`src/hdl/gdbrsp_pkg.sv`:
```
// Shared types, codes and a helper function for the GDB remote-protocol packet framer.
`default_nettype none

package gdbrsp_pkg;

	localparam logic [1:0] CMD_RECV  = 2'd0;
	localparam logic [1:0] CMD_FIN   = 2'd1;
	localparam logic [1:0] CMD_CLEAR = 2'd2;

	localparam logic [7:0] CH_DOLLAR = 8'h24;
	localparam logic [7:0] CH_PLUS   = 8'h2b;
	localparam logic [7:0] CH_MINUS  = 8'h2d;
	localparam logic [7:0] CH_BREAK  = 8'h03;
	localparam logic [7:0] CH_HASH   = 8'h23;
	localparam logic [3:0] NIBBLE_MASK = 4'hf;

	// Step of a finalize that emits the low checksum digit.
	localparam logic [1:0] FIN_LAST = 2'd2;

	typedef enum logic [1:0] {OP_BYTE, OP_FIN, OP_CLEAR, OP_NOP} op_t;
	typedef enum logic [1:0] {PH_WAIT, PH_PAY, PH_CHK, PH_DONE} phase_t;
	typedef enum logic [2:0] {K_INVALID, K_DATA, K_ACK, K_NAK, K_BREAK} kind_t;
	typedef enum logic [1:0] {R_NONE, R_PAYLOAD, R_FRAME, R_CHECK} role_t;

	// One classified request as it waits in the queue.
	typedef struct packed {
		op_t        op;
		logic [7:0] data;
		logic       is_hash;
		kind_t      start_kind;
		logic       hex_ok;
		logic [3:0] nibble;
	} item_t;

	typedef struct packed {
		logic [7:0] out_byte;
		role_t      role;
		logic       acc;
		phase_t     phase;
		kind_t      kind;
		logic       done;
		logic [7:0] calc;
		logic [7:0] recv;
		logic       match;
		logic       hex_err;
		logic       last;
	} result_t;

	// Lowercase hex character for a nibble.
	function automatic logic [7:0] hex_char(input logic [3:0] n);
		logic [7:0] r;
		if (n < 4'd10)
			r = 8'h30 + {4'd0, n};
		else
			r = 8'h57 + {4'd0, n};
		return r;
	endfunction

endpackage

`default_nettype wire

```
`src/hdl/gdbrsp_front.sv`:
```
// Front end: decodes the command and classifies the received byte.
`default_nettype none

module gdbrsp_front (
	input  wire logic [1:0]        cmd,
	input  wire logic [7:0]        in_byte,
	output gdbrsp_pkg::item_t      item
);
	import gdbrsp_pkg::*;

	logic [7:0] dec_sub;

	always_comb begin
		item = '0;
		item.data = in_byte;
		unique case (cmd)
			CMD_RECV:  item.op = OP_BYTE;
			CMD_FIN:   item.op = OP_FIN;
			CMD_CLEAR: item.op = OP_CLEAR;
			default:   item.op = OP_NOP;
		endcase

		item.is_hash = (in_byte == CH_HASH);
		if (in_byte == CH_DOLLAR)
			item.start_kind = K_DATA;
		else if (in_byte == CH_PLUS)
			item.start_kind = K_ACK;
		else if (in_byte == CH_MINUS)
			item.start_kind = K_NAK;
		else if (in_byte == CH_BREAK)
			item.start_kind = K_BREAK;
		else
			item.start_kind = K_INVALID;

		// An invalid character decodes as nibble zero.
		dec_sub = 8'd0;
		item.hex_ok = 1'b1;
		if (in_byte >= 8'h30 && in_byte <= 8'h39)
			dec_sub = in_byte - 8'h30;
		else if (in_byte >= 8'h61 && in_byte <= 8'h66)
			dec_sub = in_byte - 8'h57;
		else if (in_byte >= 8'h41 && in_byte <= 8'h46)
			dec_sub = in_byte - 8'h37;
		else
			item.hex_ok = 1'b0;
		item.nibble = dec_sub[3:0] & NIBBLE_MASK;
	end

endmodule

`default_nettype wire

```
`src/hdl/gdbrsp_queue.sv`:
```
// Two-entry request queue between the front end and the packet engine.
`default_nettype none

module gdbrsp_queue (
	input  wire logic              clk,
	input  wire logic              arst_n,
	input  wire logic              push,
	input  wire gdbrsp_pkg::item_t push_item,
	input  wire logic              pop,
	output logic                   full,
	output logic                   head_valid,
	output gdbrsp_pkg::item_t      head
);
	import gdbrsp_pkg::*;

	item_t      slot_q [2];
	logic       wr_ptr_q;
	logic       rd_ptr_q;
	logic [1:0] count_q;

	logic do_push;
	logic do_pop;

	assign do_push    = push && !full;
	assign do_pop     = pop && head_valid;
	assign full       = (count_q == 2'd2);
	assign head_valid = (count_q != 2'd0);
	assign head       = slot_q[rd_ptr_q];

	always_ff @(posedge clk or negedge arst_n) begin
		if (!arst_n) begin
			wr_ptr_q <= 1'b0;
			rd_ptr_q <= 1'b0;
			count_q  <= 2'd0;
		end else begin
			if (do_push)
				wr_ptr_q <= ~wr_ptr_q;
			if (do_pop)
				rd_ptr_q <= ~rd_ptr_q;
			if (do_push && !do_pop)
				count_q <= count_q + 2'd1;
			else if (do_pop && !do_push)
				count_q <= count_q - 2'd1;
		end
	end

	always_ff @(posedge clk) begin
		if (do_push)
			slot_q[wr_ptr_q] <= push_item;
	end

endmodule

`default_nettype wire

```
`src/hdl/gdbrsp_back.sv`:
```
// Packet engine: runs the framing state and registers one result per cycle unless the output stalls.
`default_nettype none

module gdbrsp_back (
	input  wire logic              clk,
	input  wire logic              arst_n,
	input  wire logic              head_valid,
	input  wire gdbrsp_pkg::item_t head,
	output logic                   pop,
	output logic                   res_valid,
	output gdbrsp_pkg::result_t    res,
	input  wire logic              res_ready
);
	import gdbrsp_pkg::*;

	phase_t     phase_q;
	kind_t      kind_q;
	logic [7:0] sum_q;
	logic [1:0] trail_q;
	logic [3:0] high_q;
	logic       hexbad_q;
	logic [1:0] fin_q;
	logic       res_valid_q;
	result_t    res_q;

	phase_t     phase_n;
	kind_t      kind_n;
	logic [7:0] sum_n;
	logic [1:0] trail_n;
	logic [3:0] high_n;
	logic       hexbad_n;
	logic [1:0] fin_n;
	logic       adv;
	logic       load;
	logic       take;
	item_t      cls;
	logic [3:0] fin_nib;
	result_t    res_n;

	assign adv       = !res_valid_q || res_ready;
	assign res_valid = res_valid_q;
	assign res       = res_q;

	always_comb begin
		phase_n  = phase_q;
		kind_n   = kind_q;
		sum_n    = sum_q;
		trail_n  = trail_q;
		high_n   = high_q;
		hexbad_n = hexbad_q;
		fin_n    = fin_q;
		pop      = 1'b0;
		load     = 1'b0;
		take     = 1'b0;
		cls      = head;
		res_n    = '0;
		res_n.last = 1'b1;
		fin_nib  = (fin_q == FIN_LAST) ? sum_q[3:0] : sum_q[7:4];

		if (head_valid && adv) begin
			load = 1'b1;
			unique case (head.op)
				OP_BYTE: begin
					take = 1'b1;
					pop  = 1'b1;
				end
				OP_FIN: begin
					if (fin_q == 2'd0 && !(phase_q == PH_PAY && kind_q == K_DATA)) begin
						pop = 1'b1;
					end else begin
						// Finalize feeds '#' and then the two digits of the sum.
						take = 1'b1;
						cls  = '0;
						cls.op = OP_BYTE;
						if (fin_q == 2'd0) begin
							cls.data    = CH_HASH;
							cls.is_hash = 1'b1;
						end else begin
							cls.data   = hex_char(fin_nib);
							cls.hex_ok = 1'b1;
							cls.nibble = fin_nib;
						end
						res_n.last = (fin_q == FIN_LAST);
						pop        = (fin_q == FIN_LAST);
						fin_n      = (fin_q == FIN_LAST) ? 2'd0 : fin_q + 2'd1;
					end
				end
				OP_CLEAR: begin
					pop       = 1'b1;
					res_n.acc = 1'b1;
					phase_n   = PH_WAIT;
					kind_n    = K_INVALID;
					sum_n     = 8'd0;
					trail_n   = 2'd0;
					high_n    = 4'd0;
					hexbad_n  = 1'b0;
				end
				default: begin
					pop = 1'b1;
				end
			endcase
		end

		if (take) begin
			unique case (phase_q)
				PH_WAIT: begin
					if (cls.start_kind != K_INVALID) begin
						kind_n  = cls.start_kind;
						phase_n = (cls.start_kind == K_DATA) ? PH_PAY : PH_DONE;
						if (cls.start_kind == K_DATA)
							sum_n = 8'd0;
						res_n.out_byte = cls.data;
						res_n.role     = R_FRAME;
						res_n.acc      = 1'b1;
						res_n.done     = (cls.start_kind != K_DATA);
					end
				end
				PH_PAY: begin
					res_n.out_byte = cls.data;
					res_n.acc      = 1'b1;
					if (cls.is_hash) begin
						phase_n    = PH_CHK;
						trail_n    = 2'd0;
						res_n.role = R_FRAME;
					end else begin
						sum_n      = sum_q + cls.data;
						res_n.role = R_PAYLOAD;
					end
				end
				PH_CHK: begin
					res_n.out_byte = cls.data;
					res_n.acc      = 1'b1;
					res_n.role     = R_CHECK;
					if (!cls.hex_ok)
						hexbad_n = 1'b1;
					if (trail_q == 2'd0) begin
						high_n  = cls.nibble;
						trail_n = 2'd1;
					end else begin
						trail_n     = 2'd2;
						phase_n     = PH_DONE;
						res_n.done  = 1'b1;
						res_n.recv  = {high_q, cls.nibble};
						res_n.match = ({high_q, cls.nibble} == sum_q) && !hexbad_n;
					end
				end
				default: begin
				end
			endcase
		end

		res_n.phase   = phase_n;
		res_n.kind    = kind_n;
		res_n.calc    = sum_n;
		res_n.hex_err = hexbad_n;
	end

	always_ff @(posedge clk or negedge arst_n) begin
		if (!arst_n) begin
			phase_q     <= PH_WAIT;
			kind_q      <= K_INVALID;
			sum_q       <= 8'd0;
			trail_q     <= 2'd0;
			high_q      <= 4'd0;
			hexbad_q    <= 1'b0;
			fin_q       <= 2'd0;
			res_valid_q <= 1'b0;
		end else begin
			phase_q  <= phase_n;
			kind_q   <= kind_n;
			sum_q    <= sum_n;
			trail_q  <= trail_n;
			high_q   <= high_n;
			hexbad_q <= hexbad_n;
			fin_q    <= fin_n;
			if (load)
				res_valid_q <= 1'b1;
			else if (res_ready)
				res_valid_q <= 1'b0;
		end
	end

	always_ff @(posedge clk) begin
		if (load)
			res_q <= res_n;
	end

	// A finalize in flight keeps its request at the head of the queue.
	a_fin_head: assert property (@(posedge clk) disable iff (!arst_n)
		fin_q != 2'd0 |-> head_valid && head.op == OP_FIN)
		else $error("finalize sequence without its request at the queue head");

	a_fin_phase: assert property (@(posedge clk) disable iff (!arst_n)
		fin_q != 2'd0 |-> phase_q == PH_CHK && kind_q == K_DATA)
		else $error("finalize sequence outside the checksum phase");

	a_fin_range: assert property (@(posedge clk) disable iff (!arst_n)
		fin_q != 2'd3)
		else $error("finalize step counter out of range");

	a_hexbad_phase: assert property (@(posedge clk) disable iff (!arst_n)
		hexbad_q |-> phase_q == PH_CHK || phase_q == PH_DONE)
		else $error("hex error flag set outside the trailer");

	a_done_phase: assert property (@(posedge clk) disable iff (!arst_n)
		res_valid_q && res_q.done |-> res_q.phase == PH_DONE && res_q.acc)
		else $error("completion reported while the packet is not complete");

endmodule

`default_nettype wire

```
`src/hdl/gdb_rsp_packet_framer.sv`:
```
// A request is registered in the queue, and its result then in the result register.
// The engine takes one request per cycle unless the output stalls; a finalize that is
// taken stays at the queue head until '#' and both digits are emitted, one result each.
// The input sees a two-entry queue, so it keeps accepting while a result waits, until full.
// Reset (arst_n low, asynchronous) empties the queue and the result register and returns
// the framer to waiting for a start byte with all sums and flags cleared.
`default_nettype none

module gdb_rsp_packet_framer (
	input  wire logic       clk,
	input  wire logic       arst_n,
	input  wire logic       in_valid,
	output logic            in_ready,
	input  wire logic [1:0] cmd,
	input  wire logic [7:0] in_byte,
	output logic            out_valid,
	input  wire logic       out_ready,
	output logic [7:0]      out_byte,
	output logic [1:0]      out_role,
	output logic            accepted,
	output logic [1:0]      phase,
	output logic [2:0]      packet_type,
	output logic            done_res,
	output logic [7:0]      calc_sum,
	output logic [7:0]      recv_sum,
	output logic            sum_match,
	output logic            hex_error,
	output logic            last
);
	import gdbrsp_pkg::*;

	item_t   fe_item;
	item_t   q_head;
	logic    q_full;
	logic    q_valid;
	logic    q_pop;
	result_t res;

	assign in_ready = !q_full;

	gdbrsp_front u_front (
		.cmd     (cmd),
		.in_byte (in_byte),
		.item    (fe_item)
	);

	gdbrsp_queue u_queue (
		.clk        (clk),
		.arst_n     (arst_n),
		.push       (in_valid),
		.push_item  (fe_item),
		.pop        (q_pop),
		.full       (q_full),
		.head_valid (q_valid),
		.head       (q_head)
	);

	gdbrsp_back u_back (
		.clk        (clk),
		.arst_n     (arst_n),
		.head_valid (q_valid),
		.head       (q_head),
		.pop        (q_pop),
		.res_valid  (out_valid),
		.res        (res),
		.res_ready  (out_ready)
	);

	assign out_byte    = res.out_byte;
	assign out_role    = res.role;
	assign accepted    = res.acc;
	assign phase       = res.phase;
	assign packet_type = res.kind;
	assign done_res    = res.done;
	assign calc_sum    = res.calc;
	assign recv_sum    = res.recv;
	assign sum_match   = res.match;
	assign hex_error   = res.hex_err;
	assign last        = res.last;

endmodule

`default_nettype wire
```
`config.mk`:
```
export PLATFORM = sky130hd
export DESIGN_NAME = gdb_rsp_packet_framer
export DESIGN_NICKNAME = d
export VERILOG_FILES = /design/src/hdl/gdbrsp_pkg.sv /design/src/hdl/gdbrsp_front.sv /design/src/hdl/gdbrsp_queue.sv /design/src/hdl/gdbrsp_back.sv /design/src/hdl/gdb_rsp_packet_framer.sv
export SDC_FILE = /design/constraint.sdc
export NUM_CORES = 1
export LEC_CHECK = 0
export ABC_AREA = 1
export ABC_CLOCK_PERIOD_IN_PS = 2900
export BUFFER_PORTS_ARGS = -buffer_cell sky130_fd_sc_hd__clkbuf_2
export CAP_MARGIN = 20
export CELL_PAD_IN_SITES_DETAIL_PLACEMENT = 1
export CELL_PAD_IN_SITES_GLOBAL_PLACEMENT = 1
export CORE_ASPECT_RATIO = 0.75
export CORE_UTILIZATION = 43
export CTS_BUF_LIST = sky130_fd_sc_hd__clkbuf_8
export DETAILED_ROUTE_END_ITERATION = 6
export GPL_ROUTABILITY_DRIVEN = 0
export PLACE_DENSITY_LB_ADDON = 0.1
export SYNTH_ARGS = -nofsm -noshare
export SYNTH_HDL_FRONTEND = slang
export SYNTH_SLANG_ARGS = --single-unit
```
`constraint.sdc`:
```
create_clock -name clk -period 2.9 [get_ports clk]
set_input_delay 0 -clock clk [delete_from_list [all_inputs] [get_ports clk]]
set_output_delay 0 -clock clk [all_outputs]
set_load 0.02 [all_outputs]
```
* Word level (Yosys, flattened, before mapping) *
Memories as Yosys holds them, arrays and structs flattened.
Cells that the tools add are included.

storage, ports and cells
  bits in registers = 63
  RAM bits = 38
  input bits = 14
  output and inout bits = 38
  logic and storage cells = 170
  memories kept = 1

memories
  memory          words  width  rd ports  clocked after memory_dff  wr ports  line                source
  u_queue.slot_q  2      19     1         0                         1         gdbrsp_queue.sv:16  item_t slot_q [2];

operators by class
  $add $sub $neg = 9
  order comparisons = 7
  equal/unequal tests = 17
  multiplexer cells = 80
  bitwise logic cells = 5
  reductions and logical operators = 29

operators by type and width
  kind                                                               count
  2-to-1 mux 8 bit                                                   8
  2-to-1 mux 17 bit                                                  3
  2-to-1 mux 4 bit                                                   9
  one-hot mux 11 bit (3 select lines)                                1
  equality test 8 x 6 -> 1 bit, second input constant                4
  2-to-1 mux 2 bit                                                   16
  2-to-1 mux 3 bit                                                   9
  2-to-1 mux 1 bit                                                   26
  greater-or-equal comparator 8 x 7 -> 1 bit, second input constant  2
  less-or-equal comparator 8 x 7 -> 1 bit, second input constant     2
  one-hot mux 8 bit (2 select lines)                                 1
  one-hot mux 2 bit (3 select lines)                                 2
  logical AND 1 bit                                                  11
  2-to-1 mux 11 bit                                                  1
  equality test 2 bit, second input constant                         5
  zero test 2 bit                                                    5
  adder 7 x 4 -> 8 bit, first input constant                         1
  adder 8 bit                                                        1
  equality test 8 x 2 -> 1 bit, second input constant                1
  equality test 8 bit                                                1
  greater-or-equal comparator 8 x 6 -> 1 bit, second input constant  1
  less-or-equal comparator 8 x 6 -> 1 bit, second input constant     1
  subtractor 4 x 3 -> 4 bit, second input constant                   2
  adder 6 x 4 -> 7 bit, first input constant                         1
  other kinds (17)                                                   33

* Depth between registers and ports, before layout *
Gate-level depths: netlist of the first run.

  depth after elaboration = 13
  mapped depth = 22
  depth with buffers taken out = 20

* Hierarchy *
From an unflattened synthesis of the first run, not the netlist that was laid out.

unflattened totals
  cells, all modules = 553
  area, all modules = 5,192.5 um^2

by module, submodules not included
  module                 times used  cells an instance  area each (um^2)  seq. area each (um^2)
  gdbrsp_back            1           363                3,241.9           1,656.6
  gdbrsp_queue           1           131                1,617.8           1,241.2
  gdbrsp_front           1           58                 329.1             0.0
  gdb_rsp_packet_framer  1           1                  3.8               0.0

* Worst setup path after synthesis of the first run *
Ideal clock, no wire load.

  kind = register to register
  start point = reg u_back.res_valid_q, in the netlist u_back.res_valid
  end point = reg u_back.res_q, in the netlist u_back.res[14] (data pin)
  library setup time = 257 ps
  arrival = 2,887 ps
  data required time = 2,643 ps
  slack = -244 ps
  stages on the path, launching flop included = 18
  buffers on the path = 1
  clock period less this slack = 3,144 ps
  cell sequence = dfrtp_1 > inv_1 > nor2_1 > nor2_4 > nand3_4 > buf_12 > o21ai_0 > o21bai_1 > nand2_2 > ha_1 > a21oi_1 > nand2_1 > xnor2_1 > nand2_1 > nand3_1 > nand2_1 > nand2_1 > nand2_1

RTL lines
  item                    line                source
  from (decl)             gdbrsp_back.sv:23   logic res_valid_q;
  from (signal assigned)  gdbrsp_back.sv:167  res_valid_q <= 1'b0;
  from (signal assigned)  gdbrsp_back.sv:177  res_valid_q <= 1'b1;
  from (signal assigned)  gdbrsp_back.sv:179  res_valid_q <= 1'b0;
  to (signal assigned)    gdbrsp_back.sv:185  res_q <= res_n;
  to (decl)               gdbrsp_back.sv:24   result_t res_q;

==> impl_results.md, run 1 <==
- Via count: 4064
- Maximum VDD drop: between 0.5 and 0.6 mV
- First-pass GRT wire length: approximately 22000 um
- DRC Markers: 0
- R2r setup slk: roughly 110 ps
- Worst-path clk slew: ~100 ps
- Drt via density: ~5.1
- Hold Crit Class: in2reg
- Antenna violations before repair: 0
- Clock Sinks: between 100 and 150
- Setup Viol. Count Final: 0
- Final period util: 0.9613
- Overflow after GRT: 0
- Placed Cells: 765
- Grt peak-use layer: met2
- DR iter-0 viols: 192
- Final #Nets: 670
- Reg-to-Reg End: u_back.res[16]$_DFFE_PP_
- Largest net degree at the start of global routing: 32
- # rows: 34
- F_max: between 300 and 400 MHz
- Synth warn: 0
- Netlist cell types: 46
- Crit path max fanout: 9
- Synth area leaders: edfxtp_1 42%, dfrtp_1 13%, nand2_1 9.7%, inv_1 4.7%, ha_1 4.3%
- Top-area cell type share of the netlist area: 0.4207
- Max_slew headroom: 0.4607
- CP Launch Type: flip-flop
- H-tree lvl count: 3
- Share of cells above drive strength 1: 0.2664
- Grt met2 use: 0.3838
- Syn Inst Count: between 500 and 600
- Min Tclk post-route: 2788 ps
- WP data arrival: about 2900 ps
- DR WL/cell: between 15 and 20 um
- Status: finished, final reports clean
- Starting Density: 0.4483
- CP cell instances: inv_2, nand2_8, o21ai_4, inv_2, ha_2, or2_2, nand2_1, nand2_1, nand2_2, ha_4, a21oi_4, buf_4, o221ai_1, xnor2_1, o21ai_1
- Final Hold Viols: 0
- Clk_skew: ~9.4 ps
- I/O pin cnt: between 50 and 60
- Synthesized net count: between 500 and 600
- Diode count: 0
- Worst hold path cell count: 5
- Average size of a mapped cell: 9.746 um2
- Final std cells w/o fill: 804
- Max cap viols: 0
- Unrepaired setup endpoints after global routing: yes
- Pleak: 2.864 nW
- CP max stage cell: dfrtp_1
- Yosys reg bits: roughly 100
- First-pass DRT Iterations: 4
- Largest stage delay, worst path: about 400 ps
- TritonCTS clock tree: built
- Post-DRT Antenna Nets: 0
- R2R cell count: 15
- Clock Path Buffers: 2
- Hold slack: 15.56 ps
- Met3 Use GR: 0.04110
- Worst Max-Slew Pin Slew: around 810 ps
- I/O Buffers: between 50 and 60
- Drt total wl: around 14000 um
- GR Layer Usage met1: 0.3249
- CP top delay family: simple AND/OR/NAND/NOR gates
- Post-detail-place hpwl: about 10000 um
- Place WS: -31.89 ps
- CP bufs+invs: 3
- Setup CP Type: reg2reg
- Beginning of the worst hold path: in_valid
- Core ar.: between 10000 and 15000 um2
- Crit end category: flip-flop
- Total Routing Usage GR: 0.2360
- Worst setup margin: between 100 and 150 ps
- Async SR Flop Fraction: 0.2673
- RR Startpoint: u_back.fin_q[0]$_DFFE_PN0P_
- Die Y: between 90 and 100 um
- Pwr Density: between 1000 and 1500 nW/um2
- Post-Syn Area: roughly 5300 um2
- Worst Path Required: between 3000 and 4000 ps
- Seq/Total Area, Yosys: 0.5486
- Hold path endpoint: u_queue.wr_ptr_q$_DFFE_PN0P_
- Area Overhead vs Synth: 20.11%
- Max-slew violation count: 0
- Power Total: approximately 6.7 mW
- Count of flip-flops with a built-in enable after synthesis: 74
- Ys flop type: edfxtp_1
- CTS root buffer: clkbuf_8
- Die ar.: around 13000 um2
- CTS Buf Count: 9
- Cell taking the most area after synthesis: edfxtp_1
- Number of global-route vias before repair: about 4.3k
- Die Wd: approximately 130 um
- Skew-Pair Late Insertion Delay: 380 ps
==> registers in the layout, summed over array words and instances, names as in the netlist <==
register and flops:
u_back.res 36, u_back.trail_q 2, u_back.phase_q 2, u_queue.slot_q 38, u_back.fin_q 2, u_back.hexbad_q 1, u_back.kind_q 3, u_queue.count_q 2
u_queue.rd_ptr_q 1, u_back.res_valid 1, u_back.sum_q 8, u_queue.wr_ptr_q 1, u_back.high_q 4
==> cells in the mapped netlist (2+ instances only) <==
library cell,instances
nor2_4,3
nand3_1,41
ha_1,18
o21ai_0,21
mux2i_1,4
dfrtp_1,27
nor3_1,2
o22ai_1,4
nand2_1,136
xnor2_1,7
edfxtp_1,74
nand2_4,2
nand3_4,3
nand4_1,6
o21ai_2,6
buf_2,2
o31ai_1,2
nand2_2,12
or2_2,2
a21oi_1,16
nand3b_1,3
clkbuf_1,2
nand3_2,5
inv_2,2
inv_1,66
xor2_1,5
buf_4,2
nor2_8,2
nor2_1,50
==> cells in the final DEF, fill, tap and decap left out, drive strengths merged <==
master / count
o21ai: 29
o211ai: 1
o221ai: 1
dlygate4sd3: 12
xor2: 5
clkinvlp: 1
xnor2: 7
inv: 71
fa: 1
nor4: 1
or2: 2
ha: 18
nand3: 49
clkbuf: 60
a21oi: 16
nand2: 150
nand4: 6
o22ai: 5
nor2: 56
nor3: 2
nand3b: 4
dfrtp: 27
o21bai: 1
mux2i: 4
buf: 31
a31oi: 1
clkinv: 5
edfxtp: 74
o31ai: 2
==> timing repair <==
action                     4_1_cts  5_1_grt
setup endpoints to repair        1       11
hold buffers                    12        0
setup buffers                    2        9
resized for setup                1       26
hold endpoints to repair        48        0
pin swaps                        0       12
==> layer usage <==
layer	wire length, um	up-vias
met3	364	17
met5	0	-
li1	-	1983
met1	6775	1996
met2	6628	68
met4	184	0
==> cell type report <==
type                    instances  area, um2
well taps                     162      202.7
fillers                      1386       5439
multi-input cells             361       2186
clock inverters                 7      42.54
repair buffers                 94      611.8
flip-flops and latches        101       2902
clock buffers                   9      123.9
inverters                      70      276.5
==> worst reg2reg max path, stage by stage (launching register included) <==
cell and delay (ps):
dfrtp_1 400, inv_2 110, nand2_8 100, o21ai_4 180, inv_2 70, ha_2 180, or2_2 280, nand2_1 70
nand2_1 70, nand2_2 110, ha_4 240, a21oi_4 170, buf_4 120, o221ai_1 140, xnor2_1 210, o21ai_1 100
==> where the power goes <==
part / internal, mW / switching [mW] / leakage [nW] / total, mW
clock: 0.310 / 0.500 / 0.0886 / 0.809
sequential: 2.13 / 0.204 / 1.07 / 2.34
combinational: 1.20 / 2.34 / 1.71 / 3.55
total: 3.64 / 3.05 / 2.86 / 6.69
==> cells by family after synthesis <==
| logic type | after synthesis | synth area share |
|---|---|---|
| AO/OA/AOI/OAI | 56 | 0.06466 |
| XOR/XNOR | 12 | 0.01990 |
| adder cells (fa/ha/maj) | 19 | 0.04642 |
| buffers and inverters | 80 | 0.06821 |
| flip-flops | 101 | 0.5486 |
| multiplexers | 4 | 0.007580 |
| AND/OR/NAND/NOR | 270 | 0.2447 |
==> how the worst max path moves through the flow <==
| stage | from | slack [ps] | to | depth (start not counted) |
|---|---|---|---|---|
| 4_1_cts | u_back.phase_q[1]$_DFF_PN0_ | 1 | u_back.res[14]$_DFFE_PP_ | 20 |
| 2_1_floorplan | u_back.res_valid$_DFFE_PN0P_ | -110 | u_back.res[14]$_DFFE_PP_ | 17 |
| 3_3_place_gp | u_back.phase_q[0]$_DFF_PN0_ | 80 | u_back.res[16]$_DFFE_PP_ | 16 |
| 5_1_grt | u_back.phase_q[1]$_DFF_PN0_ | -40 | u_back.res[14]$_DFFE_PP_ | 20 |
| 6_report | u_back.fin_q[0]$_DFFE_PN0P_ | 110 | u_back.res[16]$_DFFE_PP_ | 15 |
| 3_5_place_dp | u_back.phase_q[0]$_DFF_PN0_ | -30 | u_back.res[16]$_DFFE_PP_ | 16 |
==> through the flow <==
step,TNS (ps),utilization,area [um2]
after floorplan,-494.8,-,5349
after global placement,0,0.4984,5873
after detailed placement,-31.89,0.4984,5873
after CTS,0,0.5242,6177
after global routing,-83.88,0.5384,6345
final,0,0.5384,6345
Power figures use the tool's default switching activity.
==> inputs of run 2 (changes only) <==
==> constraint.sdc (replaced) <==
create_clock -name clk -period 2.9 [get_ports clk]
set_input_delay 0.145 -clock clk [delete_from_list [all_inputs] [get_ports clk]]
set_output_delay 0.145 -clock clk [all_outputs]
set_load 0.02 [all_outputs]
==> impl_results.md, run 2 (synthesis gave the netlist of run 1 again) <==
- CP max stage cell: dfrtp_1
- Maximum VDD drop: 0.5653 mV (-0.27%)
- Clk_skew: 12.49 ps (+3.082 ps)
- Grt met2 use: 0.3747 (-0.009050)
- DRC Markers: 0 (unchanged)
- Beginning of the worst hold path: out_ready
- Number of flip-flops in the largest register: 38 (unchanged)
- Worst hold path cell count: 2 (-3)
- Die Y: 97.99 um (unchanged)
- Final #Nets: 662 (-1.2%)
- Status: finished, final reports clean
- Via count: 4000 (-1.6%)
- Max cap viols: 0 (unchanged)
- Number of global-route vias before repair: 4250 (-0.86%)
- Setup CP Type: reg2reg
- Grt peak-use layer: met2
- Drt total wl: 13720 um (-1.6%)
- Unrepaired setup endpoints after global routing: yes
- H-tree lvl count: 3 (unchanged)
- Met3 Use GR: 0.04110 (unchanged)
- Worst Max-Slew Pin Slew: 810.7 ps (+1.829 ps)
- Most common cell after layout, fill and taps aside: nand2_1
- Overflow after GRT: 0 (unchanged)
- Most flop-heavy register: u_queue.slot_q
- Crit end category: flip-flop
- DR iter-0 viols: 174 (-9.4%)
- Share of cells above drive strength 1: 0.2697 (+0.003361)
- Power Total: 6.684 mW (-0.12%)
- R2r setup slk: 110 ps (about the same)
- Pwr Density: 1067 nW/um2 (+1.2%)
- Worst Path Required: 3020 ps (about the same)
- CP bufs+invs: 3 (unchanged)
- Post-DRT Antenna Nets: 0 (unchanged)
- Fillers: 1382 (-0.29%)
- DR WL/cell: 17.24 um (-0.65%)
- Hold slack: 17.45 ps (+1.884 ps)
- Area Overhead vs Synth: 18.59%
- CP cell instances: inv_2, nand2_8, o21ai_4, inv_2, ha_2, or2_2, nand2_1, nand2_1, nand2_2, ha_4, a21oi_4, buf_4, o221ai_1, xnor2_1, o21ai_1
- Final Hold Viols: 0 (unchanged)
- Max_slew headroom: 0.4595 (-0.001220)
- WP data arrival: 2910 ps (about the same)
- CTS Buf Count: 9 (unchanged)
- Die Wd: 130.0 um (unchanged)
- Final period util: 0.9613 (about the same)
- Most frequent cells in the layout: 131 x nand2_1, 74 x edfxtp_1, 62 x inv_1
- Largest net degree at the start of global routing: 32 (unchanged)
- Final core utilization: 0.5316 (-0.006795)
- Hold Crit Class: in2reg
- GR Layer Usage met1: 0.3245 (-0.0003582)
- TritonCTS clock tree: built
- First-pass DRT Iterations: 4 (unchanged)
- Total Routing Usage GR: 0.2332 (-0.002731)
- Antenna violations before repair: 0 (unchanged)
- Setup Viol. Count Final: 0 (unchanged)
- Min Tclk post-route: 2788 ps (-0.1370 ps)
- I/O pin cnt: 52 (unchanged)
- F_max: 358.7 MHz (about the same)
- Reg-to-Reg End: u_back.res[16]$_DFFE_PP_
- R2R cell count: 15 (unchanged)
- Die ar.: 12740 um2 (unchanged)
- CTS root buffer: clkbuf_8
- RR Startpoint: u_back.fin_q[0]$_DFFE_PN0P_
- Skew-Pair Late Insertion Delay: 380 ps (about the same)
- Clock Path Buffers: 2 (unchanged)
- Post-detail-place hpwl: 10380 um (unchanged)
- Crit path max fanout: 9 (unchanged)
- # rows: 34 (unchanged)
- Worst-path clk slew: 100 ps (about the same)
- I/O Buffers: 51 (unchanged)
- Largest stage delay, worst path: 390 ps (about the same)
- Core ar.: 11780 um2 (unchanged)
- Diode count: 0 (unchanged)
- First-pass GRT wire length: 22130 um (-0.99%)
- Clock Sinks: 101 (unchanged)
- Drt via density: 5.025 (-0.59%)
- Hold path endpoint: u_back.res_valid$_DFFE_PN0P_
- Starting Density: 0.4483 (unchanged)
- CP top delay family: simple AND/OR/NAND/NOR gates
- Max-slew violation count: 0 (unchanged)
- CP Launch Type: flip-flop
- Pleak: 2.830 nW (-1.2%)
## run 2: changes by cell type in the layout (fill, tap and decap cells not counted), sizes merged
| cell | delta |
|---|---|
| dlygate4sd3 | -8 |
## run 2: worst register-to-register path: stages, from the launching register on
cell	delay [ps]
dfrtp_1	390
inv_2	110
nand2_8	90
o21ai_4	180
inv_2	70
ha_2	180
or2_2	280
nand2_1	70
nand2_1	70
nand2_2	110
ha_4	240
a21oi_4	170
buf_4	120
o221ai_1	140
xnor2_1	210
o21ai_1	100
## run 2: per-layer routing
metal  vias up  wire [um]
met1      1965       6737
met5         -          0
met2        55       6505
met4         0        161
met3        14        319
li1       1966          -
## run 2: report_power, final
group	switching (mW)	internal (mW)
logic	2.34	1.20
registers	0.204	2.13
clock network	0.501	0.310
## run 2: metrics by stage
| stage | instance area [um2] | cells | setup slack, ps | TNS, ps |
|---|---|---|---|---|
| after floorplan | 5349 | 542 | -109.8 | -494.8 |
| after global placement | 5873 | 765 | 75.81 | 0 |
| after detailed placement | 5873 | 765 | -31.89 | -31.89 |
| after CTS | 6097 | 787 | 0.9934 | 0 |
| after global routing | 6265 | 796 | -37.47 | -83.88 |
| final | 6265 | 796 | 112.3 | 0 |
## run 2: layout make-up
cell class | count | area (um2) | share of cell area
clock inverter | 7 | 42.54 | 0.006790
tap | 162 | 202.7 | 0.03235
multi-input combinational | 361 | 2186 | 0.3489
clock buffer | 9 | 123.9 | 0.01977
sequential | 101 | 2902 | 0.4632
timing repair buffer | 86 | 531.8 | 0.08488
inverter | 70 | 276.5 | 0.04414
## run 2: worst max-delay path by stage
stage	startpoint	depth (start not counted)	to	slack (ps)
3_5_place_dp	u_back.phase_q[0]$_DFF_PN0_	16	u_back.res[16]$_DFFE_PP_	-30
2_1_floorplan	u_back.res_valid$_DFFE_PN0P_	17	u_back.res[14]$_DFFE_PP_	-110
3_3_place_gp	u_back.phase_q[0]$_DFF_PN0_	16	u_back.res[16]$_DFFE_PP_	80
4_1_cts	u_back.phase_q[1]$_DFF_PN0_	20	u_back.res[14]$_DFFE_PP_	1
6_report	u_back.fin_q[0]$_DFFE_PN0P_	15	u_back.res[16]$_DFFE_PP_	110
5_1_grt	u_back.phase_q[1]$_DFF_PN0_	20	u_back.res[14]$_DFFE_PP_	-40
## run 2: timing repair
item	4_1_cts	5_1_grt
hold buffers	4	0
resized for setup	1	26
pin swaps	0	12
setup buffers	2	9
endpoints found under the hold margin	33	0
endpoints found under the setup margin	1	11
==> inputs of run 3 (changes only) <==
- CORE_UTILIZATION: 43 -> 40
==> impl_results.md, run 3 (synthesis gave the netlist of run 1 again) <==
- Status: finished, final reports clean
- Crit end category: flip-flop
- Share of cells above drive strength 1: 0.2555 (-0.01420)
- Largest stage delay, worst path: 400 ps (about the same)
- CP max stage cell: dfrtp_1
- Setup CP Type: reg2reg
- Final core utilization: 0.4972 (-0.03448)
- Crit path max fanout: 6 (-3)
- Clk_skew: 19.79 ps (+7.305 ps)
- Final instance area: 6248 um2 (-0.26%)
- Post-DRT Antenna Nets: 0 (unchanged)
- Post-detail-place hpwl: 10370 um (about the same)
- Fillers: 1459 (+5.6%)
- Area of the multi-input gates: 2152 um2 (-1.5%)
- Starting Density: 0.4203 (-0.02798)
- Clock Sinks: 101 (unchanged)
- CP cell instances: inv_2, nand2_2, o21ai_2, inv_1, ha_1, or2_2, nand2_1, nand2_1, nand2_2, ha_4, a21oi_4, nand2_2, a21oi_2, nand3_1, nand2_1, o21ai_2
- Setup Viol. Count Final: 0 (unchanged)
- TritonCTS clock tree: built
- Number of flip-flops in the largest register: 38 (unchanged)
- CTS root buffer: clkbuf_8
- Skew-Pair Late Insertion Delay: 380 ps (about the same)
- Number of global-route vias before repair: 4123 (-3.0%)
- Pwr Density: 1079 nW/um2 (+1.1%)
- Max_slew headroom: 0.5043 (+0.04474)
- Drt total wl: 13550 um (-1.3%)
- Die Wd: 134.7 um (+3.6%)
- Register area: 2900 um2 (about the same)
- CTS Buf Count: 9 (unchanged)
- H-tree lvl count: 3 (unchanged)
- First-pass DRT Iterations: 4 (unchanged)
- Final Hold Viols: 0 (unchanged)
- DR iter-0 viols: 209 (+20%)
- Worst Max-Slew Pin Slew: 743.6 ps (-67.11 ps)
- Placed Cells: 771 (+0.78%)
- Clock Path Buffers: 2 (unchanged)
- Most flop-heavy register: u_queue.slot_q
- Final #Nets: 662 (unchanged)
- Setup Total Neg Slack: 0 ps (unchanged)
- I/O Buffers: 51 (unchanged)
- Die Y: 101.5 um (+3.6%)
- DRC Markers: 0 (unchanged)
- Final period util: 0.9455 (-0.01579)
- Most common cell after layout, fill and taps aside: nand2_1
- WP data arrival: 2860 ps (-50 ps)
- Core ar.: 12570 um2 (+6.7%)
- Die ar.: 13670 um2 (+7.4%)
- Antenna violations before repair: 0 (unchanged)
- Overflow after GRT: 0 (unchanged)
- Pleak: 2.838 nW (+0.25%)
- Via count: 4024 (+0.60%)
- I/O pin cnt: 52 (unchanged)
- DR WL/cell: 16.93 um (-1.8%)
- Unrepaired setup endpoints after global routing: yes
- Drt via density: 5.030 (about the same)
- Largest net degree at the start of global routing: 28 (-13%)
- Hold Crit Class: in2reg
- Min Tclk post-route: 2742 ps (-45.79 ps)
- Placed inst area: 5893 um2 (+0.34%)
- Area Overhead vs Synth: 18.29%
- Most frequent cells in the layout: 134 x nand2_1, 74 x edfxtp_1, 64 x inv_1
- Maximum VDD drop: 0.5634 mV (-0.33%)
- # rows: 35 (+2.9%)
- Max-slew violation count: 0 (unchanged)
- CP Launch Type: flip-flop
- Diode count: 0 (unchanged)
- Worst-path clk slew: 90 ps (about the same)
- First-pass GRT wire length: 21650 um (-2.2%)
- Final std cells w/o fill: 800 (+0.50%)
- F_max: 364.7 MHz (+1.7%)
- Max cap viols: 0 (unchanged)
- Worst Path Required: 3020 ps (about the same)
- Total Routing Usage GR: 0.2107 (-0.02254)
==> run 3: area by class of cell <==
cell class	instances	area share
clock inverter	5	0.008010
timing repair buffer	84	0.08170
multi-input combinational	363	0.3444
inverter	70	0.04425
tap	166	0.03324
sequential	101	0.4642
clock buffer	11	0.02423
==> run 3: worst paths after layout <==
| kind | start | to | slack, ps | cells after the start |
|---|---|---|---|---|
| worst min register to register | u_back.trail_q[1]$_DFF_PN0_ | u_back.trail_q[1]$_DFF_PN0_ | 490 | 2 |
| worst max-delay path | u_back.fin_q[0]$_DFFE_PN0P_ | u_back.res[18]$_DFFE_PP_ | 160 | 16 |
| worst max register to register | u_back.fin_q[0]$_DFFE_PN0P_ | u_back.res[18]$_DFFE_PP_ | 160 | 16 |
| max in group asynchronous | arst_n | u_queue.rd_ptr_q$_DFFE_PN0P_ | 2020 | 2 |
| worst min-delay path | out_ready | u_back.res_valid$_DFFE_PN0P_ | 30 | 2 |
| min in group asynchronous | arst_n | u_back.sum_q[0]$_DFF_PN0_ | 350 | 2 |
==> run 3: power by group <==
group / switching [mW] / total, mW / internal [mW]
clock network: 0.482 / 0.922 / 0.439
logic: 2.29 / 3.48 / 1.19
registers: 0.213 / 2.34 / 2.13
total: 2.98 / 6.74 / 3.76
==> run 3: repair_timing <==
action,4_1_cts,5_1_grt
gates resized for setup,1,10
setup endpoints to repair,1,9
hold buffers,3,0
pin swaps,0,3
gates cloned,0,2
buffers inserted,0,8
hold endpoints to repair,31,0
==> run 3: critical path, delay by kind of cell (launching register included) <==
| kind | cells | cell delay, ps |
|---|---|---|
| adder cells (fa/ha/maj) | 2 | 440 |
| AND/OR/NAND/NOR | 8 | 900 |
| buffers and inverters | 2 | 200 |
| flip-flops | 1 | 400 |
| AO/OA/AOI/OAI | 4 | 570 |
==> run 3: metal layers <==
layer | track usage | wire length, um | vias to the layer above
met4 | 0.05532 | 133 | 0
met1 | 0.2987 | 6595 | 1953
met2 | 0.3366 | 6185 | 88
met5 | 0 | 0 | -
li1 | - | - | 1971
met3 | 0.03504 | 630 | 12
==> run 3: stage by stage <==
step	hold WS, ps	power, mW	setup slack, ps
finish	32.28	6.743	158.1
global route	8.202	7.245	-34.12
CTS	7.495	6.668	19.98
detailed placement	252.8	5.722	-21.72
global placement	247.0	5.621	75.57
floorplan	-150.6	4.680	-109.8
